### src/rtl/ecp_pkg.sv
// ----------------------------------------------------------------------------
// ecp_pkg
// Shared types, register indexes, mode codes and widths for the escape count
// palette.
// ----------------------------------------------------------------------------
`default_nettype none

package ecp_pkg;

  localparam int COUNT_BITS_DEF = 24;
  localparam int FRAC_BITS_DEF  = 8;
  localparam int SMOOTH_W       = 32;
  localparam int CHAN_W         = 8;
  localparam int LIMIT_W        = 24;
  localparam int BAND_W         = 16;
  localparam int CFG_IDX_W      = 2;
  localparam int CFG_DATA_W     = 24;

  localparam logic [1:0] MODE_LINEAR = 2'd0;
  localparam logic [1:0] MODE_BANDED = 2'd1;
  localparam logic [1:0] MODE_HSV    = 2'd2;
  localparam logic [1:0] MODE_OFF    = 2'd3;

  localparam logic [CFG_IDX_W-1:0] REG_COLOR_MODE = 2'd0;
  localparam logic [CFG_IDX_W-1:0] REG_ITER_LIMIT = 2'd1;
  localparam logic [CFG_IDX_W-1:0] REG_BAND_WIDTH = 2'd2;

  localparam logic [LIMIT_W-1:0] LIMIT_RESET = 24'd256;
  localparam logic [BAND_W-1:0]  BAND_RESET  = 16'd150;

  // Context that travels with every item down the pipeline.
  typedef struct packed {
    logic [1:0]          mode;
    logic                black;
    logic [SMOOTH_W-1:0] smooth;
  } ecp_ctx_t;

  function automatic int max2(int a, int b);
    return (a > b) ? a : b;
  endfunction

endpackage

`default_nettype wire

### src/rtl/ecp_isqrt_pipe.sv
// ----------------------------------------------------------------------------
// ecp_isqrt_pipe
// Integer square root, one root bit per register stage, with a side band
// that travels alongside each item.
// ----------------------------------------------------------------------------
`default_nettype none

module ecp_isqrt_pipe
  import ecp_pkg::*;
#(
  parameter int IN_W   = 24,
  parameter int SIDE_W = 1
) (
  input  logic                    clk,
  input  logic                    rst_n,
  input  logic                    in_vld,
  input  logic [IN_W-1:0]         in_val,
  input  logic [SIDE_W-1:0]       in_side,
  output logic                    out_vld,
  output logic [(IN_W+1)/2-1:0]   out_root,
  output logic [SIDE_W-1:0]       out_side
);

  localparam int RW = (IN_W + 1) / 2;
  localparam int CW = IN_W + 1;

  logic [CW-1:0]     rem_r  [RW];
  logic [RW-1:0]     root_r [RW];
  logic [SIDE_W-1:0] side_r [RW];
  logic              vld_r  [RW];

  for (genvar i = 0; i < RW; i++) begin : g_stage
    logic [CW-1:0]     rem_in;
    logic [CW-1:0]     trial;
    logic [CW-1:0]     rem_nxt;
    logic [RW-1:0]     root_in;
    logic [RW-1:0]     root_nxt;
    logic [SIDE_W-1:0] side_in;
    logic              vld_in;

    if (i == 0) begin : g_head
      assign rem_in  = CW'(in_val);
      assign root_in = '0;
      assign side_in = in_side;
      assign vld_in  = in_vld;
    end else begin : g_body
      assign rem_in  = rem_r[i-1];
      assign root_in = root_r[i-1];
      assign side_in = side_r[i-1];
      assign vld_in  = vld_r[i-1];
    end

    // The remainder holds value minus root squared; the trial is the growth
    // of that square when the next root bit is set.
    always_comb begin
      trial    = (CW'(root_in) << (RW - i)) + (CW'(1) << (2 * (RW - 1 - i)));
      rem_nxt  = rem_in;
      root_nxt = root_in;
      if (rem_in >= trial) begin
        rem_nxt             = rem_in - trial;
        root_nxt[RW - 1 - i] = 1'b1;
      end
    end

    always_ff @(posedge clk) begin
      if (!rst_n) begin
        vld_r[i] <= 1'b0;
      end else begin
        vld_r[i] <= vld_in;
      end
      rem_r[i]  <= rem_nxt;
      root_r[i] <= root_nxt;
      side_r[i] <= side_in;
    end
  end

  assign out_vld  = vld_r[RW-1];
  assign out_root = root_r[RW-1];
  assign out_side = side_r[RW-1];

endmodule

`default_nettype wire

### config.mk
export PLATFORM = sky130hd
export DESIGN_NAME = ecp_isqrt_pipe
export DESIGN_NICKNAME = d
export VERILOG_FILES = /design/src/rtl/ecp_pkg.sv /design/src/rtl/ecp_isqrt_pipe.sv
export SDC_FILE = /design/constraint.sdc
export NUM_CORES = 1
export LEC_CHECK = 0
export BUFFER_PORTS_ARGS = -buffer_cell sky130_fd_sc_hd__buf_4
export CELL_PAD_IN_SITES_DETAIL_PLACEMENT = 0
export CELL_PAD_IN_SITES_GLOBAL_PLACEMENT = 2
export CORE_ASPECT_RATIO = 1.1
export CORE_MARGIN = 4
export CORE_UTILIZATION = 41
export CTS_CLUSTER_SIZE = 24
export DETAILED_ROUTE_END_ITERATION = 8
export MAX_ROUTING_LAYER = met4
export PLACE_DENSITY = 0.81
export SLEW_MARGIN = 25
export SYNTH_ARGS = -nofsm -noshare
export SYNTH_HDL_FRONTEND = slang
export SYNTH_SLANG_ARGS = --single-unit
### constraint.sdc
create_clock -name clk -period 3.2 [get_ports clk]
set_input_delay 0.64 -clock clk [delete_from_list [all_inputs] [get_ports clk]]
set_output_delay 0.64 -clock clk [all_outputs]
set_load 0.03 [all_outputs]
Yosys cells after proc, flatten, opt, wreduce, memory -nomap -nowiden
Memories as Yosys holds them, arrays and structs flattened. Cells that the tools add are included.

Word-level logic and storage cells: 89. Memory bits (read-only): 0. Output and inout bits: 14. Bits in latches: 0. Bits in registers: 0. Memories kept: 4. Input port bits: 28. RAM bits: 468.

Muxes and demuxes: 38. Divide/modulo/power cells: 0. Bitwise logic cells: 12. Eq/ne operators: 0. $mul: 0. Order comparisons: 12. Shift operators: 0. Reduce and logical (&&, ||, !) cells: 0. Add/sub/neg operators: 23.

Memories: rem_r (depth 12, width 25, read ports 11, clocked after Yosys merged registers in 0, write ports 12, line ecp_isqrt_pipe.sv:27) `logic [CW-1:0] rem_r [RW];`; root_r (depth 12, width 12, read ports 12, clocked after Yosys merged registers in 0, write ports 12, line ecp_isqrt_pipe.sv:28) `logic [RW-1:0] root_r [RW];`; side_r (depth 12, width 1, read ports 12, clocked after Yosys merged registers in 0, write ports 12, line ecp_isqrt_pipe.sv:29) `logic [SIDE_W-1:0] side_r [RW];`; vld_r (depth 12, width 1, read ports 12, clocked after Yosys merged registers in 0, write ports 12, line ecp_isqrt_pipe.sv:30) `logic vld_r [RW];`.

Operators by type and width (count): 2-to-1 mux 25 bit (12); 2-to-1 mux 1 bit (26); greater-or-equal comparator 25 x 14 -> 1 bit (1); greater-or-equal comparator 25 x 15 -> 1 bit (1); greater-or-equal comparator 25 x 16 -> 1 bit (1); greater-or-equal comparator 25 x 17 -> 1 bit (1); greater-or-equal comparator 25 x 18 -> 1 bit (1); greater-or-equal comparator 25 x 19 -> 1 bit (1); greater-or-equal comparator 25 x 20 -> 1 bit (1); greater-or-equal comparator 25 x 21 -> 1 bit (1); greater-or-equal comparator 25 x 22 -> 1 bit (1); greater-or-equal comparator 25 x 23 -> 1 bit (1); greater-or-equal comparator 25 x 24 -> 1 bit (1); subtractor 24 x 23 -> 25 bit (second input constant) (1); subtractor 25 x 14 -> 25 bit (1); subtractor 25 x 15 -> 25 bit (1); subtractor 25 x 16 -> 25 bit (1); subtractor 25 x 17 -> 25 bit (1); subtractor 25 x 18 -> 25 bit (1); subtractor 25 x 19 -> 25 bit (1); subtractor 25 x 20 -> 25 bit (1); subtractor 25 x 21 -> 25 bit (1); subtractor 25 x 22 -> 25 bit (1); subtractor 25 x 23 -> 25 bit (1); other kinds (14) (25).

Depth between registers and ports, before layout
An unclocked memory read counts as a cell.

Depth in word-level cells: 4. Gate-level depth with buffers: 10. Gate-level depth less buffers: 9.

Worst setup path after synthesis
No wires, ideal clock.

Kind: register -> register. Start point: mem root_r[1][41] (netlist bit). End point: mem rem_r[8][21] (netlist bit). Setup time: 118 ps. Data required time: 3082 ps. Cell stages (with the launch flop): 9. Buffers on the path: 0. Setup slack: 965 ps. Data arrival time: 2117 ps. Period minus slack after synthesis: 2235 ps. Path through: dfxtp_1 inv_1 ha_1 or3_1 o22ai_1 o211ai_1 nand2b_1 or4b_1 xnor2_1.

RTL lines (line): start, declared (ecp_isqrt_pipe.sv:28); end, declared (ecp_isqrt_pipe.sv:27).

==> summary.md <==
The count of cells along the worst register-to-register path is 8, and the vias per cell is 4.87. The final cycle utilization of the critical path was 86.7%; the final total negative setup slack was 0 ns. The run gives 0.408 ns as the pre-CTS worst setup slack. The required arrival time at the worst endpoint came out at 3.57 ns. Ranked by total cell area, the synthesized netlist is headed by dfxtp_1 55%, ha_1 7.9%, xor2_1 3.6%. For the number of buffers inserted by post-CTS setup repair, the log shows 0. Total placed instance area: 0.0144 mm².

The first global-routing pass estimated 45,900 µm of wire. Headroom to the max-slew limit came out at 49.1%. Entering global routing, the biggest net connects 20 pins.

During synthesis, Yosys emitted a total of 0 warnings. Mean instance size in the synthesized netlist: 10.7 µm². The initial antenna violation count was 0; the clock period minus worst slack was 2.77 ns.

The area overhead of the layout relative to synthesis came out at 15.5%. At the later pin of the worst-skew pair, clock insertion delay measures 0.52 ns. For this design the ratio of total power to cell area is 936 mW/mm².

The final critical-path setup slack was 0.427 ns; the number of diodes was 0. In this run the count of I/O pins placed on the die edge is 42. Share of the yosys chip area belonging to registers: 55.5%. After routing the design area is 0.0157 mm². On the worst path, the slowest cell contributes a delay of 0.42 ns. The cell sitting at the root of the clock tree is a clkbuf_16.

The worst register-to-register path ends at rem_r[7][21]. In this run the biggest area consumer among cell types represents 55.5% of the synthesized area. For the net count of the finished layout, the log shows 1,467.

After detailed routing, the average wire length per cell comes to 15.9 µm. The number of global-route vias before repair was 8,886; the leakage dissipation was 7.11 nW. The maximum fanout along the worst path came out at 4. The count of buffering cells on the critical path with inverters included came out at 1.

The highest signal layer in the routed design is met4. In this run the critical register-to-register path is launched from root_r[1][30]. The share of layout cells above drive strength 1 is 11.4%. Summed over all layers, the global routing overflow is 0.

In the detailed route, the total length drawn on met2 is 14,800 µm. The tools report the launch point of the worst hold path as in_val[11]. The number of buffers created by CTS is 39.

The final number of max-transition violations was 0; the overall track demand over capacity in global routing was 16.2%. For this run, design rule violations remaining after detail routing come to 0. TritonCTS built the clock tree. The logs give 0 for the final count of negative-setup-slack endpoints and 0 for the count of instances resized after the clock tree is built. Ranked by instance count, the synthesized netlist is headed by 377 x dfxtp_1, 105 x inv_1, 86 x ha_1. The count of nets left with antenna violations after detail routing is 0, and the number of maximum-capacitance constraint violations is 0. The worst setup path is launched from a register. The run finished with clean final reports.

For flop-to-flop paths, the worst setup slack is 0.43 ns. The library cell with the highest instance count after synthesis is dfxtp_1. In this run, synthesis inferred 0 flip-flops with an integrated enable. The largest clock skew in the final design is 0.0161 ns, and the deepest clock path buffer count is 3. The cts-stage hold buffer count was 0; the die extent in y was 199 µm. The number of different library cells used by synthesis comes to 77.

In the synthesized netlist the dominant register cell turns out to be dfxtp_1. Buffers placed on the I/O ports in this run total 41. Setup repair after global routing left no endpoint under its margin.

The initialized floorplan defines 69 standard-cell rows. The tools report the amount of wire on met3 after detailed routing as 832 µm. The run gives 1,390 as the synthesized net count.

The initial utilization of the core area, before any placement, comes to 41.8%. The cell area after synthesis is 0.0136 mm², and the clock-pin slew reported for the worst setup and hold paths after clock tree synthesis is 0.06 ns. The die covers 0.0362 mm². CTS saw 377 sinks.

The worst hold-check path type was primary input to register. The first TritonRoute pass finished after 5 iterations. Summed over all layers, the routed wires come to 28,700 µm.

The HPWL after detailed placement is 22,500 µm. The tools report the area of the core region as 0.0325 mm². The maximum operating frequency came out at 361 MHz. Critical path start-end classification: register to register.

At the pin with the least slew margin, the transition time is 0.761 ns. Summing internal, switching and leakage power gives 14.7 mW. Weighted congestion reported at the end of routability-driven placement: 0.848. The arrival time reported for the critical path endpoint is 3.15 ns, and the maximum VDD drop is 0.000484 V. The cell depth of the worst min-delay path came out at 1.

Cell type with the highest aggregate area in the netlist: dfxtp_1. The worst setup path is captured at a register. The deepest level of the CTS H-tree was 2; the sum of routed wire segments on met1 was 12,300 µm. The post-synthesis register bit count works out to 377. The largest individual stage delay along the critical path comes from the cell xor2_1. The tools report the total count of hold-check failures in the final report as 0.

The critical path goes through inv_1, ha_1, o21a_1, a2bb2oi_1, a221o_1, or3_4, nor4_1, xor2_1. The gate family responsible for the most delay along the worst path was compound AO/OA/AOI/OAI gates. The path with the worst hold slack has its endpoint at rem_r[0][11].

Die span in x: 182 µm. For the gate count of the mapped netlist, the log shows 1,276. Share of flip-flops with an asynchronous set or reset: 0%. The tightest hold path in the finished design has a slack of 0.214 ns. The number of design-rule violations left by the first detailed-router iteration was 444; the vias after detailed routing was 8,801.
==> power by group <==
part / switching [mW] / leakage, nW / internal [mW] / total (mW)
Combinational: 1.98 / 3.33 / 1.71 / 3.69
Sequential: 0.817 / 3.16 / 5.76 / 6.57
Clock: 1.81 / 0.630 / 2.65 / 4.45
==> worst max-delay path by stage <==
stage,from,end,slack [ns],cells after the start
after global routing,root_r[1][30],rem_r[7][21],0.30,8
final,root_r[1][30],rem_r[7][21],0.43,8
after floorplan,root_r[1][41],rem_r[8][21],0.97,8
after CTS,root_r[1][30],rem_r[7][21],0.40,8
after detailed placement,root_r[1][30],rem_r[7][21],0.41,8
after global placement,root_r[1][30],rem_r[7][21],0.43,8
==> layout by cell type (no fill, tap or decap), types with 19 or more instances in the layout <==
cell type	count
ha_1	86
nand3_1	19
nor2_1	78
inv_1	105
nor4_1	35
buf_4	50
nor3_1	34
o21ai_0	55
xor2_1	56
dfxtp_1	377
nand2_1	56
clkbuf_16	40
o21a_1	22
a21oi_1	53
xnor2_1	52
==> area by class of cell <==
class	instances	area [µm²]
Clock buffer	54	1130
Clock inverter	15	151
Fill cell	3054	16800
Inverter	106	400
Multi-Input combinational cell	779	5580
Sequential cell	377	7550
Tap cell	426	533
Timing Repair Buffer	50	375
==> sequential cells by signal (all words and copies together) (netlist names) <==
register,cells
root_r,78
side_r,12
rem_r,275
vld_r,12
==> cells by family (layout without fill, tap and decap cells) <==
logic type / Yosys count / in the layout / synth area share, %
buf+inv: 120 / 225 / 3.54
compound gates: 204 / 204 / 9.77
fa+ha+maj: 86 / 86 / 7.91
flops: 377 / 377 / 55.5
other cells: 1 / 1 / 0.0276
simple gates: 358 / 358 / 14.5
mux: 22 / 22 / 1.81
xor+xnor: 108 / 108 / 6.95
==> metrics by stage <==
| step | cells | utilization, % |
|---|---|---|
| 2_1_floorplan | 1276 | - |
| 3_3_place_gp | 1738 | 44.3 |
| 3_5_place_dp | 1738 | 44.3 |
| 4_1_cts | 1807 | 48.3 |
| 5_1_grt | 1807 | 48.3 |
| 6_report | 1807 | 48.3 |
==> routing by layer <==
metal	track usage, %	vias up
li1	-	4548
met1	18.3	4085
met2	29.8	120
met3	2.35	48
met4	4.92	0
met5	-	-
==> worst reg2reg max path, delay by kind of cell, from the launching register on <==
kind | cells | cell delay [ns]
buffers and inverters | 1 | 0.06
AO/OA/AOI/OAI | 3 | 0.78
AND/OR/NAND/NOR | 2 | 0.65
XOR/XNOR | 1 | 0.42
adder cells (fa/ha/maj) | 1 | 0.33
flip-flops | 1 | 0.38
No activity file was read; power rests on OpenSTA's default activity.
