`src/rtl/ecp_pkg.sv`:
```
// ----------------------------------------------------------------------------
// ecp_pkg
// Shared types, register indexes, mode codes and widths for the escape count
// palette.
// ----------------------------------------------------------------------------
`default_nettype none

package ecp_pkg;

  localparam int COUNT_BITS_DEF = 24;
  localparam int FRAC_BITS_DEF  = 8;
  localparam int SMOOTH_W       = 32;
  localparam int CHAN_W         = 8;
  localparam int LIMIT_W        = 24;
  localparam int BAND_W         = 16;
  localparam int CFG_IDX_W      = 2;
  localparam int CFG_DATA_W     = 24;

  localparam logic [1:0] MODE_LINEAR = 2'd0;
  localparam logic [1:0] MODE_BANDED = 2'd1;
  localparam logic [1:0] MODE_HSV    = 2'd2;
  localparam logic [1:0] MODE_OFF    = 2'd3;

  localparam logic [CFG_IDX_W-1:0] REG_COLOR_MODE = 2'd0;
  localparam logic [CFG_IDX_W-1:0] REG_ITER_LIMIT = 2'd1;
  localparam logic [CFG_IDX_W-1:0] REG_BAND_WIDTH = 2'd2;

  localparam logic [LIMIT_W-1:0] LIMIT_RESET = 24'd256;
  localparam logic [BAND_W-1:0]  BAND_RESET  = 16'd150;

  // Context that travels with every item down the pipeline.
  typedef struct packed {
    logic [1:0]          mode;
    logic                black;
    logic [SMOOTH_W-1:0] smooth;
  } ecp_ctx_t;

  function automatic int max2(int a, int b);
    return (a > b) ? a : b;
  endfunction

endpackage

`default_nettype wire

```
`src/rtl/ecp_div_pipe.sv`:
```
// ----------------------------------------------------------------------------
// ecp_div_pipe
// Restoring divider, one quotient bit per register stage, with a side band
// that travels alongside each item.
// ----------------------------------------------------------------------------
`default_nettype none

module ecp_div_pipe
  import ecp_pkg::*;
#(
  parameter int NUM_W  = 32,
  parameter int DEN_W  = 16,
  parameter int QUO_W  = 8,
  parameter int SIDE_W = 1
) (
  input  logic              clk,
  input  logic              rst_n,
  input  logic              in_vld,
  input  logic [NUM_W-1:0]  in_num,
  input  logic [DEN_W-1:0]  in_den,
  input  logic [SIDE_W-1:0] in_side,
  output logic              out_vld,
  output logic [QUO_W-1:0]  out_quo,
  output logic [DEN_W-1:0]  out_rem,
  output logic [SIDE_W-1:0] out_side
);

  localparam int CW = max2(NUM_W, DEN_W + QUO_W);

  logic [CW-1:0]     rem_r  [QUO_W];
  logic [QUO_W-1:0]  quo_r  [QUO_W];
  logic [DEN_W-1:0]  den_r  [QUO_W];
  logic [SIDE_W-1:0] side_r [QUO_W];
  logic              vld_r  [QUO_W];

  for (genvar i = 0; i < QUO_W; i++) begin : g_stage
    logic [CW-1:0]     rem_in;
    logic [CW-1:0]     trial;
    logic [CW-1:0]     rem_nxt;
    logic [QUO_W-1:0]  quo_in;
    logic [QUO_W-1:0]  quo_nxt;
    logic [DEN_W-1:0]  den_in;
    logic [SIDE_W-1:0] side_in;
    logic              vld_in;

    if (i == 0) begin : g_head
      assign rem_in  = CW'(in_num);
      assign quo_in  = '0;
      assign den_in  = in_den;
      assign side_in = in_side;
      assign vld_in  = in_vld;
    end else begin : g_body
      assign rem_in  = rem_r[i-1];
      assign quo_in  = quo_r[i-1];
      assign den_in  = den_r[i-1];
      assign side_in = side_r[i-1];
      assign vld_in  = vld_r[i-1];
    end

    always_comb begin
      trial   = CW'(den_in) << (QUO_W - 1 - i);
      rem_nxt = rem_in;
      quo_nxt = quo_in;
      if (rem_in >= trial) begin
        rem_nxt                = rem_in - trial;
        quo_nxt[QUO_W - 1 - i] = 1'b1;
      end
    end

    always_ff @(posedge clk) begin
      if (!rst_n) begin
        vld_r[i] <= 1'b0;
      end else begin
        vld_r[i] <= vld_in;
      end
      rem_r[i]  <= rem_nxt;
      quo_r[i]  <= quo_nxt;
      den_r[i]  <= den_in;
      side_r[i] <= side_in;
    end
  end

  assign out_vld  = vld_r[QUO_W-1];
  assign out_quo  = quo_r[QUO_W-1];
  assign out_rem  = rem_r[QUO_W-1][DEN_W-1:0];
  assign out_side = side_r[QUO_W-1];

endmodule

`default_nettype wire

```
`config.mk`:
```
export PLATFORM = sky130hd
export DESIGN_NAME = ecp_div_pipe
export DESIGN_NICKNAME = d
export VERILOG_FILES = /design/src/rtl/ecp_pkg.sv /design/src/rtl/ecp_div_pipe.sv
export SDC_FILE = /design/constraint.sdc
export NUM_CORES = 1
export LEC_CHECK = 0
export ABC_AREA = 1
export BUFFER_PORTS_ARGS = -buffer_cell sky130_fd_sc_hd__buf_2
export CORE_AREA = 5 5 235 191
export DETAILED_ROUTE_END_ITERATION = 6
export DIE_AREA = 0 0 240 196
export PLACE_DENSITY = 0.72
export SYNTH_ARGS = -nofsm -noshare
export SYNTH_HDL_FRONTEND = slang
export SYNTH_SLANG_ARGS = --single-unit
```
`constraint.sdc`:
```
create_clock -name clk -period 3.8 [get_ports clk]
set_input_delay 0.19 -clock clk [delete_from_list [all_inputs] [get_ports clk]]
set_output_delay 0.19 -clock clk [all_outputs]
set_load 0.02 [all_outputs]
```
[Word-level counts from Yosys, hierarchy flattened]
Memories as Yosys holds them, arrays and structs flattened.
Cells that the tools add are included.
Storage, ports and cells
  bits in registers: 0
  bits in writable memories: 464
  input port bits: 52
  output and inout bits: 26
  logic and storage cells: 55
  memories: 5
Cells by class
  add/subtract/negate cells: 8
  $lt $le $gt $ge: 8
  mux-type cells: 26
  bitwise gates (word level): 8
Memory list
  rem_r: depth 8, width 32, rd ports 8, clocked after Yosys merged registers in 0, wr ports 8, RTL line ecp_div_pipe.sv:30  | logic [CW-1:0] rem_r [QUO_W];
  den_r: depth 8, width 16, rd ports 7, clocked after Yosys merged registers in 0, wr ports 8, RTL line ecp_div_pipe.sv:32  | logic [DEN_W-1:0] den_r [QUO_W];
  quo_r: depth 8, width 8, rd ports 8, clocked after Yosys merged registers in 0, wr ports 8, RTL line ecp_div_pipe.sv:31  | logic [QUO_W-1:0] quo_r [QUO_W];
  side_r: depth 8, width 1, rd ports 8, clocked after Yosys merged registers in 0, wr ports 8, RTL line ecp_div_pipe.sv:33  | logic [SIDE_W-1:0] side_r [QUO_W];
  vld_r: depth 8, width 1, rd ports 8, clocked after Yosys merged registers in 0, wr ports 8, RTL line ecp_div_pipe.sv:34  | logic vld_r [QUO_W];
Operator list (count)
  32-bit two-way mux: 8
  32-bit by 16-bit greater-or-equal comparator with 1-bit output: 1
  32-bit by 17-bit greater-or-equal comparator with 1-bit output: 1
  32-bit by 18-bit greater-or-equal comparator with 1-bit output: 1
  32-bit by 19-bit greater-or-equal comparator with 1-bit output: 1
  32-bit by 20-bit greater-or-equal comparator with 1-bit output: 1
  32-bit by 21-bit greater-or-equal comparator with 1-bit output: 1
  32-bit by 22-bit greater-or-equal comparator with 1-bit output: 1
  32-bit by 23-bit greater-or-equal comparator with 1-bit output: 1
  32-bit by 16-bit subtractor with 32-bit output: 1
  32-bit by 17-bit subtractor with 32-bit output: 1
  32-bit by 18-bit subtractor with 32-bit output: 1
  32-bit by 19-bit subtractor with 32-bit output: 1
  32-bit by 20-bit subtractor with 32-bit output: 1
  32-bit by 21-bit subtractor with 32-bit output: 1
  32-bit by 22-bit subtractor with 32-bit output: 1
  32-bit by 23-bit subtractor with 32-bit output: 1
  1-bit two-way mux: 18
  1-bit bitwise OR: 8

[Longest topological paths before layout]
Gate-level depths: netlist of the first run.
An unclocked memory read counts as a cell.
  depth after elaboration: 3
  depth in mapped cells: 16

[Worst setup path after synthesis of the first run]
OpenSTA, ideal clock, no wires.
  path type: reg2reg
  start point: memory rem_r[1][2] (netlist name)
  end point: memory rem_r[1][38] (netlist name)
  library setup time: 0.112 ns
  arrival: 1.888 ns
  required time: 3.688 ns
  path slack: 1.800 ns
  stages on the path, launching flop included: 17
  buffers on the path: 1
  clock period less this slack: 2.000 ns
  cell sequence: dfxtp_1 > inv_1 > ha_1 > fa_1 > inv_1 > nand3_1 > nand3_2 > nand2_1 > nand2_1 > nand2_1 > nand2_1 > nand2_1 > nand2_4 > inv_2 > buf_6 > nand2_1 > nand2_1
RTL lines (RTL line)
  from (decl): ecp_div_pipe.sv:30

==> impl_summary.txt, run 1 <==
----------------------------------------------------
[Run status]
  Outcome ... finished, final reports clean

[Worst setup path]
  Crit path launch type ... flip-flop
  Signal arrival time at the worst endpoint ... roughly 3200 ps
  Cells traversed along the worst timing path ... inv_1 -> ha_1 -> fa_1 -> inv_1 -> nand3_1 -> nand3_2 -> nand2_1 -> nand2_1 -> nand2_1 -> nand2_1 -> nand2_1 -> nand2_4 -> inv_2 -> nand2_1 -> nand2_1
  Cell seen most often among critical-path stages ... sky130_fd_sc_hd__nand2_1
  Startpoint of the worst-slack reg-to-reg timing path ... rem_r[1][2]
  Required time of the critical path ... around 4300 ps
  Worst Path Buf+Inv ... 3
  Largest driver fanout on the critical path ... 24
  Cell type group with the largest total delay on the critical path ... simple AND/OR/NAND/NOR gates
  Crit path largest cell delay ... 410 ps
  Worst setup EP type ... flip-flop
  Crit Path Class ... reg2reg
  Critical register-to-register path endpoint ... rem_r[1][36]
  Register-to-Register Path Depth ... 15
  Reg-to-reg setup timing slack ... 1120 ps
  Slowest cell on the critical path ... sky130_fd_sc_hd__fa_1

[Global routing]
  Overall global routing resource usage ... 0.2742
  Wire length of the first global-routing pass ... 104400 um
  Number of global-route vias before repair ... 20070
  Final global-route overflow total ... 0
  Number of antenna violations at the first check in global routing ... 1
  Pin count of the biggest net entering global routing ... 33

[Hold path]
  Tightest Hold Check Type ... in2reg
  Number of instances on the worst hold path ... 3
  Min-Delay Endpoint ... rem_r[0][27]
  Worst min-delay path startpoint ... in_num[27]

[Clock network]
  Clock-pin slew of the registers on the worst-case setup and hold paths ... around 60 ps
  Clock sink total ... 404
  Number of gates resized after CTS ... 0
  TritonCTS clock tree ... built
  Post-CTS Setup Bufs ... 0
  Clk buf depth ... 3
  Clock latency on the worst-skew pair ... approximately 580 ps
  Post-cts hold buffer count ... 47
  Clock tree root driver cell ... sky130_fd_sc_hd__clkbuf_16
  CTS H-Tree Depth ... 2
  Number of buffers inserted during clock tree synthesis ... 43

[Yosys]
  Proportion of synthesized flip-flops having asynchronous set or reset ... 0
  Cell area after synthesis ... 22990 um^2
  Post-synthesis sequential element count ... 404
  Synth Instances ... 3553
  Post-synth net total ... roughly 3700
  Syn. warnings ... 0
  Post-synth top area share ... 0.3518
  Cell type with the highest aggregate area in the netlist ... sky130_fd_sc_hd__dfxtp_1
  Number of enable-type register cells in the synthesized netlist ... 0
  Ranking of synthesized cells by area ... sky130_fd_sc_hd__dfxtp_1, sky130_fd_sc_hd__nand2_1, sky130_fd_sc_hd__inv_1
  Number of distinct library cells after synthesis ... 41
  Average footprint of a synthesized cell ... 6.471 um^2
  Post-synthesis sequential area ratio ... 0.3518
  Predominant post-synthesis flop cell ... sky130_fd_sc_hd__dfxtp_1

[Timing]
  Least-Margin Pin Slew ... 840.4 ps
  Post-layout min period ... around 2700 ps
  Fin. Hold Viols ... 0
  Upper clock frequency limit ... approximately 0.37 GHz
  Total count of max-transition violations in the final report ... 0
  Accumulated negative setup slack ... 0 ps
  Finish-stage setup viols ... 0
  Worst Skew ... 14.08 ps
  Final period util ... 0.7058
  Max-Slew Margin vs Limit ... 0.4391
  Setup repair after global routing missed its margin ... false

[Routing]
  Number of nets with antenna violations after detailed routing ... 0
  Number of remaining DRC errors ... 0
  Per-cell via count in the routed design ... approximately 5.0
  Total wire length ... 64700 um
  Per-cell routed wire length ... 15.09 um
  Count of vias placed by the detailed router ... 21410
  Number of search-and-repair iterations in the first detailed-routing pass ... 6
  Count of routing violations after the opening detailed-route iteration ... 2112

[Run]
  Maxcap violations ... 0

[Floorplan]
  Initial Util ... 0.5415
  Number of rows in the core area ... 68
  Core area ... 42460 um^2
  Num ports ... between 70 and 80
  Die footprint ... ~47000 um^2
  Die extent in x ... approximately 240 um
  Die height ... 196 um

[Power]
  Leakage power of the design ... 13.90 nW
  Switching Power ... a little over 8 mW
  Power per cell area ... 731.7 nW/um^2
  Combinational cell fraction of total power ... 0.447
  Internal Power ... 10.70 mW
  Portion of total power attributed to the clock network ... 0.229
  Switching Share ... 0.4327
  Part of the power in registers ... 0.323
  Worst voltage drop across the vdd grid ... 422.3 uV

[Layout]
  Area overhead of the layout relative to synthesis ... 12.13%
  Fraction of layout cells with a size suffix above 1 ... 0.07082
  Final std cell area, no fill ... approximately 26000 um^2
  Most common library cell in the layout ignoring fill and taps ... sky130_fd_sc_hd__nand2_1
  Count of nets after finishing ... 3882
  Number of diodes ... 0
  Most used cells in the layout excluding fill and tap cells ... sky130_fd_sc_hd__nand2_1, sky130_fd_sc_hd__inv_1, sky130_fd_sc_hd__dfxtp_1

[Placement]
  Post-placement cell area ... ~24000 um^2
  Global placement routability congestion ... 1.040
  Post-DP HPWL ... about 52000 um
  Count of buffers from port buffering ... 77

----------------------------------------------------
## cells in the mapped netlist, types with 2 or more instances
master and n:
sky130_fd_sc_hd__buf_6 10, sky130_fd_sc_hd__nor2_4 4, sky130_fd_sc_hd__a21oi_1 116, sky130_fd_sc_hd__a21oi_2 35, sky130_fd_sc_hd__o21ai_1 12, sky130_fd_sc_hd__nand2_2 13
sky130_fd_sc_hd__nor3_1 38, sky130_fd_sc_hd__or2_1 3, sky130_fd_sc_hd__nand3_1 232, sky130_fd_sc_hd__or2_2 14, sky130_fd_sc_hd__nand3b_1 21, sky130_fd_sc_hd__inv_1 623
sky130_fd_sc_hd__nor2_2 13, sky130_fd_sc_hd__buf_4 12, sky130_fd_sc_hd__buf_2 8, sky130_fd_sc_hd__ha_1 128, sky130_fd_sc_hd__xor2_1 74, sky130_fd_sc_hd__and2_1 7
sky130_fd_sc_hd__o21bai_1 5, sky130_fd_sc_hd__nor2_1 308, sky130_fd_sc_hd__nand3_2 15, sky130_fd_sc_hd__a21boi_0 2, sky130_fd_sc_hd__dfxtp_1 404, sky130_fd_sc_hd__o21ai_0 38
sky130_fd_sc_hd__xnor2_1 15, sky130_fd_sc_hd__inv_2 15, sky130_fd_sc_hd__nand2_1 1323, sky130_fd_sc_hd__fa_1 8, sky130_fd_sc_hd__nand4_1 45
## how the worst max path moves through the flow
stage / start / end / slack, ps / cells after the start
floorplan: rem_r[1][2] / rem_r[1][38] / 1800 / 16
global placement: rem_r[1][2] / rem_r[1][62] / 1190 / 14
detailed placement: rem_r[1][2] / rem_r[1][36] / 1150 / 15
CTS: rem_r[1][2] / rem_r[1][36] / 1130 / 15
global route: den_r[5][2] / rem_r[1][80] / 860 / 13
finish: rem_r[1][2] / rem_r[1][36] / 1120 / 15
## power by group through the flow
stage                     Sequential [mW]  Clock, mW  Combinational, mW
final                                6.10       4.33               8.44
after global routing                 6.18       4.59               9.62
after CTS                            6.07       4.41               8.30
after detailed placement             6.15          0               8.22
after global placement               6.19          0               8.17
after floorplan                      5.88          0               6.27
## final cells by class
class,instances,area [um^2]
clock buffer,58,1192
clock inverter,21,275.3
fill,4023,16680
inverter,638,2395
multi-input combinational,2479,12240
sequential,404,8088
tap,560,700.7
timing repair buffer,128,885.9
## sequential cells by signal, indices dropped and copies added (netlist names)
signal  cells
quo_r      36
vld_r       8
den_r     112
rem_r     240
side_r      8
## stage by stage
stage | total power, mW | worst slack, ps | instances | util | hold WS (ps)
after floorplan | 12.16 | 1800 | 3553 | - | 217.7
after global placement | 14.36 | 1191 | 4162 | 0.5615 | 292.5
after detailed placement | 14.37 | 1147 | 4162 | 0.5615 | 296.4
after CTS | 18.78 | 1131 | 4288 | 0.6072 | 8.560
after global routing | 20.40 | 862.4 | 4288 | 0.6072 | 53.28
final | 18.86 | 1118 | 4288 | 0.6072 | 44.88
## logic make-up after synthesis
group,count (synthesis),synth area share
adder cells (fa/ha/maj),136,0.07663
buffers and inverters,670,0.1158
XOR/XNOR,89,0.03390
AO/OA/AOI/OAI,212,0.05339
AND/OR/NAND/NOR,2042,0.3685
flip-flops,404,0.3518
## worst register-to-register path, cell delays in order (launching register included)
cell and delay (ps):
sky130_fd_sc_hd__dfxtp_1 310, sky130_fd_sc_hd__inv_1 50, sky130_fd_sc_hd__ha_1 220, sky130_fd_sc_hd__fa_1 420, sky130_fd_sc_hd__inv_1 120, sky130_fd_sc_hd__nand3_1 100, sky130_fd_sc_hd__nand3_2 130, sky130_fd_sc_hd__nand2_1 60
sky130_fd_sc_hd__nand2_1 150, sky130_fd_sc_hd__nand2_1 90, sky130_fd_sc_hd__nand2_1 80, sky130_fd_sc_hd__nand2_1 80, sky130_fd_sc_hd__nand2_4 240, sky130_fd_sc_hd__inv_2 290, sky130_fd_sc_hd__nand2_1 160, sky130_fd_sc_hd__nand2_1 70
## layer usage
layer / part of all wire / wire length [um] / global-route usage / vias up
met5: 0 / 0 / 0 / -
met4: 0.025 / 1595 / 0.07143 / 0
met3: 0.082 / 5294 / 0.05383 / 118
met2: 0.41 / 26560 / 0.4139 / 702
met1: 0.48 / 31250 / 0.4023 / 9443
li1: - / - / - / 11150
(Power assumes the default switching activity.)
==> inputs of run 2 (changes only) <==
Settings changed: PLACE_DENSITY 0.72 to 0.74.
Clock period 3.8 ns to 2.2 ns, I/O delays scaled along.
==> impl_summary.txt, run 2 (synthesis gave the netlist of run 1 again) <==
----------------------------------------------------
[Worst setup path]
  Crit path largest cell delay ... 370 ps
  Crit path launch type ... flip-flop
  Register-to-Register Path Depth ... 10
  Worst setup EP type ... flip-flop
  Worst Path Buf+Inv ... 1
  Cell seen most often among critical-path stages ... sky130_fd_sc_hd__nand2_1
  Largest driver fanout on the critical path ... 4
  Reg-to-reg setup timing slack ... between 80 and 90 ps
  Critical register-to-register path endpoint ... rem_r[1][22]
  Startpoint of the worst-slack reg-to-reg timing path ... den_r[3][10]
  Cells traversed along the worst timing path ... inv_1 -> ha_1 -> nand2_1 -> nor2_1 -> nand3_1 -> nand2_1 -> nand2_1 -> nand2_1 -> nand2_1 -> a21oi_1
  Required time of the critical path ... 2690 ps
  Cell type group with the largest total delay on the critical path ... simple AND/OR/NAND/NOR gates
  Crit Path Class ... reg2reg
  Slowest cell on the critical path ... sky130_fd_sc_hd__dfxtp_1
  Signal arrival time at the worst endpoint ... 2600 ps

[Routing]
  Number of nets with antenna violations after detailed routing ... 0
  Number of search-and-repair iterations in the first detailed-routing pass ... 7
  Total wire length ... 65170 um
  Per-cell via count in the routed design ... 5.019
  Wire length on met1 ... about 29000 um
  Count of routing violations after the opening detailed-route iteration ... 1721
  Top layer reached by signal wires ... met4
  Per-cell routed wire length ... between 10 and 15 um
  Routed met3 length ... about 5000 um
  Number of remaining DRC errors ... 7
  Routed length on met2 ... 28880 um
  Count of vias placed by the detailed router ... 22010

[Floorplan]
  Num ports ... around 80
  Initial Util ... 0.5415
  Die height ... 196 um
  Number of rows in the core area ... 68
  Core area ... 42460 um^2
  Die extent in x ... 240 um
  Die footprint ... 47040 um^2

[Hold path]
  Number of instances on the worst hold path ... 2
  Min-Delay Endpoint ... side_r[0][0]
  Tightest Hold Check Type ... in2reg
  Worst min-delay path startpoint ... in_side

[Layout]
  Most used cells in the layout excluding fill and tap cells ... sky130_fd_sc_hd__nand2_1, sky130_fd_sc_hd__inv_1, sky130_fd_sc_hd__dfxtp_1
  Fraction of layout cells with a size suffix above 1 ... 0.1098
  Number of filler cells placed in the layout ... approximately 3900
  Register bank with the most flops ... rem_r
  Count of nets after finishing ... 3980
  Largest registers ... rem_r (240), den_r (112), quo_r (36)
  Most common library cell in the layout ignoring fill and taps ... sky130_fd_sc_hd__nand2_1
  Area overhead of the layout relative to synthesis ... 17.73%
  Max FFs per register ... 240

[Power]
  Worst voltage drop across the vdd grid ... 671.7 uV
  Leakage power of the design ... 14.48 nW
  Power per cell area ... 1241 nW/um^2
  Final Total Pwr ... 33.58 mW

[Clock network]
  Clock sink total ... 404
  Number of buffers inserted during clock tree synthesis ... 42
  Clock latency on the worst-skew pair ... 600 ps
  Clock tree root driver cell ... sky130_fd_sc_hd__clkbuf_16
  Clk buf depth ... 3
  Clock-pin slew of the registers on the worst-case setup and hold paths ... 60 ps
  TritonCTS clock tree ... built
  CTS H-Tree Depth ... 2

[Timing]
  Upper clock frequency limit ... 0.4735 GHz
  Worst Skew ... just over 30 ps
  Final period util ... 0.9600
  Fin. Hold Viols ... 0
  Total count of max-transition violations in the final report ... 0
  Setup repair after global routing missed its margin ... true
  Finish-stage setup viols ... 0
  Least-Margin Pin Slew ... between 500 and 600 ps
  Accumulated negative setup slack ... 0 ps
  Post-layout min period ... about 2100 ps
  Max-Slew Margin vs Limit ... 0.6431

[Run status]
  Outcome ... complete, but fails checks
  Violations in the final reports ... design-rule violations

[Placement]
  Global placement routability congestion ... 0.9816
  Count of buffers from port buffering ... 77
  Post-DP HPWL ... 51490 um

[Global routing]
  Wire length of the first global-routing pass ... 103600 um
  Pin count of the biggest net entering global routing ... 28
  Number of antenna violations at the first check in global routing ... 1
  Final global-route overflow total ... 0
  Overall global routing resource usage ... 0.2706
  Number of global-route vias before repair ... 20490

[Run]
  Maxcap violations ... 0

----------------------------------------------------
## run 2: cell types whose count changed in the layout (fill, tap and decap cells not counted), sizes merged
| cell | delta |
|---|---|
| dlygate4sd3 | +5 |
| clkinv | +3 |
| clkbuf | +4 |
| buf | +91 |
| clkinvlp | -2 |
| diode | +1 |
| inv | -4 |
## run 2: worst max path at each step
stage                     cells after the start           end  slack [ps]          from
after floorplan                              16  rem_r[1][38]         200   rem_r[1][2]
after global placement                       13  rem_r[1][17]         -40  rem_r[0][99]
after detailed placement                     13  rem_r[1][44]         -80  den_r[4][12]
after CTS                                    13  rem_r[1][17]          50  rem_r[0][99]
after global routing                         13  rem_r[0][69]         -50   den_r[1][6]
final                                        10  rem_r[1][22]          90  den_r[3][10]
## run 2: cell type report
cell class	count	area, um^2	share of cell area
diodes	1	2.502	0.00009245
clock inverters	18	261.5	0.009661
well taps	560	700.7	0.02589
clock buffers	59	1215	0.04489
inverters	638	2405	0.08885
flip-flops and latches	404	8092	0.2989
repair buffers	227	1829	0.06758
multi-input cells	2479	12560	0.4641
## run 2: worst register-to-register path, cell delays in order, from the launching register on
cell	delay, ps
sky130_fd_sc_hd__dfxtp_1	370
sky130_fd_sc_hd__inv_1	60
sky130_fd_sc_hd__ha_1	340
sky130_fd_sc_hd__nand2_1	100
sky130_fd_sc_hd__nor2_1	340
sky130_fd_sc_hd__nand3_1	150
sky130_fd_sc_hd__nand2_1	220
sky130_fd_sc_hd__nand2_1	100
sky130_fd_sc_hd__nand2_1	70
sky130_fd_sc_hd__nand2_1	40
sky130_fd_sc_hd__a21oi_1	220
## run 2: routing by layer
metal	track usage	vias to the layer above
met5	0	-
met4	0.09118	0
met3	0.05692	156
met2	0.4346	783
met1	0.3640	9730
li1	-	11350
## run 2: repair_timing
| item | in CTS | in global routing |
|---|---|---|
| gates cloned | 0 | 3 |
| buffers inserted | 0 | 4 |
| setup endpoints to repair | 31 | 170 |
| resized for setup | 4 | 80 |
| pin swaps | 0 | 7 |
| hold endpoints to repair | 57 | 0 |
| hold buffers | 52 | 0 |
## run 2: stage by stage
stage | setup WS (ps) | hold slack, ps | instance area (um^2) | cells | util
2_1_floorplan | 199.6 | 137.7 | 22990 | 3553 | -
3_3_place_gp | -40.43 | 212.7 | 24590 | 4249 | 0.5793
3_5_place_dp | -75.37 | 216.5 | 24590 | 4249 | 0.5793
4_1_cts | 47.23 | 124.3 | 26600 | 4378 | 0.6266
5_1_grt | -46.83 | 144.1 | 27070 | 4386 | 0.6375
6_report | 88.09 | 153.6 | 27070 | 4386 | 0.6375
## run 2: where the power goes
part	internal (mW)	switching [mW]	total [mW]
logic	5.70	9.94	15.6
clock network	4.38	3.05	7.43
registers	9.12	1.38	10.5
total	19.2	14.4	33.6
